## config.mk

```make
export PLATFORM = sky130hd
export DESIGN_NAME = socm_regs
export DESIGN_NICKNAME = d
export VERILOG_FILES = /design/src/sv/socm_pkg.sv /design/src/sv/socm_regs.sv
export SDC_FILE = /design/constraint.sdc
export NUM_CORES = 1
export LEC_CHECK = 0
export ABC_CLOCK_PERIOD_IN_PS = 2300
export BUFFER_PORTS_ARGS = -buffer_cell sky130_fd_sc_hd__buf_2
export CAP_MARGIN = 20
export CORE_UTILIZATION = 30
export DETAILED_ROUTE_END_ITERATION = 7
export PLACE_DENSITY = 0.53
export SLEW_MARGIN = 20
export SYNTH_ARGS = -nofsm -noshare
export SYNTH_HDL_FRONTEND = slang
export SYNTH_SLANG_ARGS = --single-unit
```

## constraint.sdc

```tcl
create_clock -name clk -period 2.3 [get_ports clk]
set_input_delay 0.575 -clock clk [delete_from_list [all_inputs] [get_ports clk]]
set_output_delay 0.575 -clock clk [all_outputs]
set_load 0.005 [all_outputs]
```

## src/sv/socm_pkg.sv

```systemverilog
// ----------------------------------------------------------------------------
// socm_pkg
// Register indexes and the shared trim flag type for the segment octree child mask block.
// ----------------------------------------------------------------------------
`timescale 1ns / 1ps
`default_nettype none

package socm_pkg;

  localparam int NUM_AXES  = 3;
  localparam int NUM_PLANE = 3;
  localparam int NUM_REGS  = 8;
  localparam int IDX_W     = 3;

  localparam logic [IDX_W-1:0] REG_START_X    = 3'd0;
  localparam logic [IDX_W-1:0] REG_START_Y    = 3'd1;
  localparam logic [IDX_W-1:0] REG_START_Z    = 3'd2;
  localparam logic [IDX_W-1:0] REG_END_X      = 3'd3;
  localparam logic [IDX_W-1:0] REG_END_Y      = 3'd4;
  localparam logic [IDX_W-1:0] REG_END_Z      = 3'd5;
  localparam logic [IDX_W-1:0] REG_TRIM_START = 3'd6;
  localparam logic [IDX_W-1:0] REG_TRIM_END   = 3'd7;

  typedef struct packed {
    logic trim_start;
    logic trim_end;
  } trim_t;

endpackage

`default_nettype wire

```

## src/sv/socm_regs.sv

```systemverilog
// ----------------------------------------------------------------------------
// socm_regs
// APB-style register file holding the segment end points and trim flags.
// ----------------------------------------------------------------------------
`timescale 1ns / 1ps
`default_nettype none

module socm_regs #(
  parameter int COORD_WIDTH = 32,
  localparam int DW = (COORD_WIDTH > 32) ? 64 : 32,
  localparam int AW = $clog2(8 * (DW / 8))
) (
  input  wire logic                                   clk,
  input  wire logic                                   rst,
  input  wire logic                                   psel,
  input  wire logic                                   penable,
  input  wire logic                                   pwrite,
  input  wire logic [AW-1:0]                          paddr,
  input  wire logic [DW-1:0]                          pwdata,
  output logic      [DW-1:0]                          prdata,
  output logic                                        pready,
  output logic      [2:0][COORD_WIDTH-1:0]            p1,
  output logic      [2:0][COORD_WIDTH-1:0]            p2,
  output socm_pkg::trim_t                             trim
);
  import socm_pkg::*;

  localparam int LSB = $clog2(DW / 8);

  logic [COORD_WIDTH-1:0] start_x, start_y, start_z;
  logic [COORD_WIDTH-1:0] end_x, end_y, end_z;
  logic                   trim_start, trim_end;
  logic [IDX_W-1:0]       idx;
  logic                   wr;

  assign idx    = paddr[AW-1:LSB];
  assign wr     = psel & penable & pwrite & pready;
  assign pready = 1'b1;

  always_ff @(posedge clk) begin
    if (rst) begin
      start_x    <= '0;
      start_y    <= '0;
      start_z    <= '0;
      end_x      <= '0;
      end_y      <= '0;
      end_z      <= '0;
      trim_start <= 1'b0;
      trim_end   <= 1'b0;
    end else if (wr) begin
      unique case (idx)
        REG_START_X:    start_x    <= pwdata[COORD_WIDTH-1:0];
        REG_START_Y:    start_y    <= pwdata[COORD_WIDTH-1:0];
        REG_START_Z:    start_z    <= pwdata[COORD_WIDTH-1:0];
        REG_END_X:      end_x      <= pwdata[COORD_WIDTH-1:0];
        REG_END_Y:      end_y      <= pwdata[COORD_WIDTH-1:0];
        REG_END_Z:      end_z      <= pwdata[COORD_WIDTH-1:0];
        REG_TRIM_START: trim_start <= pwdata[0];
        REG_TRIM_END:   trim_end   <= pwdata[0];
        default: ;
      endcase
    end
  end

  always_comb begin
    unique case (idx)
      REG_START_X:    prdata = DW'(start_x);
      REG_START_Y:    prdata = DW'(start_y);
      REG_START_Z:    prdata = DW'(start_z);
      REG_END_X:      prdata = DW'(end_x);
      REG_END_Y:      prdata = DW'(end_y);
      REG_END_Z:      prdata = DW'(end_z);
      REG_TRIM_START: prdata = DW'(trim_start);
      REG_TRIM_END:   prdata = DW'(trim_end);
      default:        prdata = '0;
    endcase
  end

  assign p1   = {start_z, start_y, start_x};
  assign p2   = {end_z, end_y, end_x};
  assign trim = '{trim_start: trim_start, trim_end: trim_end};

endmodule

`default_nettype wire

```

==> flow_summary_export.csv <==
group,metric,value,unit
setup_path,required,1.73,ns
synthesis,yosys_register_bits,194,
final_layout,drive_gt1_frac,0.333,
setup_path,worstSetupPathType,"input pin to output pin",
timing,rsz0062_at_grt,"true",
synthesis,syn_nets,974,
setup_path,critical_path_buf_inv_count,4,
synthesis,ys_seq_area_frac,0.418,
grt,grt_pass1_vias,7619,
power,power.density,574,nW/um^2
synthesis,synth_common_cells,"nand2b_1, mux2i_1, dfxtp_1",
cts,cts-root-buf,"clkbuf_16",
placed_design,finalWeightedCongestion,0.763,
detailed_routing,drt_iter0_markers,453,
min_path,hold_class,"flop to flop",
setup_path,critPathCaptureType,"output pin",
synthesis,synth_most_common_cell,"nand2b_1",
detailed_routing,routedWlPerCell,19.6,um
synthesis,synth_edf_count,0,
min_path,hold_end,"start_y[16]$_SDFFE_PP0P_",
power,leakage,6.36,nW
placed_design,place_hpwl,21.4,mm
timing,fin_crit,2.29,ns
placed_design,dpl-instance-area,11400,um^2
timing,fin_skew,0,ns
synthesis,synth_warnings,0,
cts,numClockSinks,194,
floorplanning,core,30500,um^2
setup_path,timing.rr.start,"start_x[14]$_SDFFE_PP0P_",
outcome,status,"complete, no violations",
synthesis,synth_top_area_share,0.418,
cts,cts_tree,"done",
detailed_routing,drt_wl_total,31.4,mm
setup_path,worstPathMaxFanout,15,
setup_path,critPathSlowestCell,"a41oi_1",
final_layout,final_area,12200,um^2
grt,grt_first_pass_wirelength,47.2,mm
synthesis,synth.avg_cell_area,9.97,um^2
setup_path,cp-start-kind,"input pin",
timing,setup_viol,0,
detailed_routing,dr_total_vias,7856,
final_layout,final_nets,1238,
cts,ctsHtreeMaxLevel,4,
timing,fmax,437,MHz
floorplanning,initial_core_util,0.305,
synthesis,synthTopCellsByArea,"dfxtp_1, mux2i_1, nand2b_1",
cts,clk_pin_slew,0.07,ns
timing,hold_viol,0,
setup_path,reg2reg_slack,1.62,ns
min_path,hp-start,"start_y[16]$_SDFFE_PP0P_",
grt,antenna_found_initial,1,
cts,cts_made_buffers,17,
job,cap_violations,0,
grt,grt_usage,0.199,
power,peakVddDrop,0.000425,V
min_path,min_path_cells,2,
final_layout,area_growth,31.1,%
synthesis,yosysUniqueCellTypes,32,
grt,grt_max_degree,114,
setup_path,cp_top_family,"buffers and inverters",
detailed_routing,drc,0,
timing,drv_slew,0,
setup_path,max_stage_delay,0.22,ns
cts,cts_hold_buf,0,
floorplanning,die_y,178,um
setup_path,worst_path_most_repeated_cell,"buf_12",
grt,grt_overflow_total,0,
floorplanning,core.rowCount,64,
synthesis,synth-main-ff-cell,"dfxtp_1",
detailed_routing,ant_nets,0,
synthesis,yosysTopAreaCell,"dfxtp_1",
setup_path,path_cells,"buf_6 -> buf_12 -> nor2_4 -> buf_12 -> o21ai_0 -> a41oi_1 -> buf_2",
floorplanning,die_area,31700,um^2
setup_path,arrival,1.71,ns
final_layout,antenna_cells,0,
floorplanning,die_w,178,um
cts,worstSkewPairLatency,0.42,ns
synthesis,syn_inst,932,
power,p_total,7.00,mW
setup_path,regToRegEndpoint,"start_x[14]$_SDFFE_PP0P_",
detailed_routing,drt-vias-per-instance,4.89,
floorplanning,io_pins,269,
timing,min_period_over_period,0.994,
placed_design,io_buffer_count,265,
synthesis,syn_area,9300,um^2
synthesis,ys_async_sr_fraction,0,
setup_path,reg2reg_depth,2,
cts,cts_max_path_buffers,2,
detailed_routing,first_pass_iters,4,
## registers in the layout (all words and copies together) (netlist names)
register / count
end_z: 32
start_y: 32
start_z: 32
end_y: 32
trim_start: 1
start_x: 32
end_x: 32
trim_end: 1
## how the worst max path moves through the flow
| stage | startpoint | end | slack (ns) | depth (start not counted) |
|---|---|---|---|---|
| after detailed placement | paddr[3] | prdata[16] | -0.13 | 7 |
| after global routing | paddr[3] | prdata[7] | -0.06 | 7 |
| after floorplan | paddr[3] | prdata[17] | 0.16 | 5 |
| after CTS | paddr[3] | prdata[9] | -0.05 | 6 |
| after global placement | paddr[4] | prdata[7] | -0.12 | 6 |
| final | paddr[4] | prdata[25] | 0.01 | 7 |
## area by class of cell
class / instances / area, um^2
repair buffers: 329 / 2140
inverters: 4 / 15.0
clock buffers: 20 / 447
multi-input cells: 650 / 5090
fillers: 3072 / 18300
flip-flops and latches: 194 / 3880
clock inverters: 12 / 111
well taps: 396 / 495
## worst min-delay path, delay by kind of cell, from the launching register on
kind	cells	cell delay, ns
multiplexers	1	0.06
flip-flops	1	0.32
AND/OR/NAND/NOR	1	0.06
## power breakdown
part	total (mW)	switching [mW]	internal [mW]
Sequential	3.40	0.0200	3.38
Clock	2.94	1.47	1.46
Combinational	0.659	0.355	0.304
Total	7.00	1.85	5.15
## kinds of logic after synthesis
group | Yosys count | synth area share
AND/OR/NAND/NOR | 326 | 0.221
AO/OA/AOI/OAI | 103 | 0.0728
other | 1 | 0.000403
buffers and inverters | 88 | 0.0474
multiplexers | 220 | 0.241
flip-flops | 194 | 0.418
## per-stage QoR
step	setup TNS, ns	util	setup WS, ns	hold WS, ns	std cells
floorplan	0	-	0.159	0.465	932
global placement	-1.87	0.375	-0.124	0.467	1569
detailed placement	-2.12	0.375	-0.133	0.475	1569
CTS	-0.142	0.397	-0.0488	0.485	1605
global route	-0.120	0.399	-0.0578	0.499	1605
finish	0	0.399	0.0140	0.482	1605
## cell usage in the layout (no fill, tap or decap), types with 3 or more instances in the layout
cell type,synthesis,routed
buf_2,19,261
nand2b_1,227,227
mux2i_1,201,201
dfxtp_1,194,194
and3b_1,40,40
buf_4,13,36
o21ai_0,40,30
buf_12,0,22
nor2_1,26,18
mux2_2,18,18
nand3_1,17,17
clkbuf_16,0,17
a32oi_1,12,12
a31oi_1,12,12
o21ai_1,0,10
a22oi_1,9,8
a221oi_1,11,8
a21oi_1,9,8
a41oi_1,8,6
nor2_2,0,6
buf_6,5,6
nand2_2,1,4
inv_6,0,4
clkinv_4,0,4
buf_8,0,4
inv_8,0,3
## what timing repair did
action,4_1_cts,5_1_grt
gates resized for setup,22,27
pin swaps,4,6
setup buffers,4,0
endpoints found under the setup margin,32,25
## routing by layer
layer | wire length (um) | up-vias | track usage | share of wire
met5 | 12 | - | 0 | 0.00038
met4 | 290 | 2 | 0.0399 | 0.0092
met3 | 1580 | 15 | 0.0422 | 0.050
met2 | 14200 | 191 | 0.309 | 0.45
met1 | 15400 | 3891 | 0.281 | 0.49
li1 | - | 3757 | - | -
Note: power is estimated with default switching activity, not from simulation.
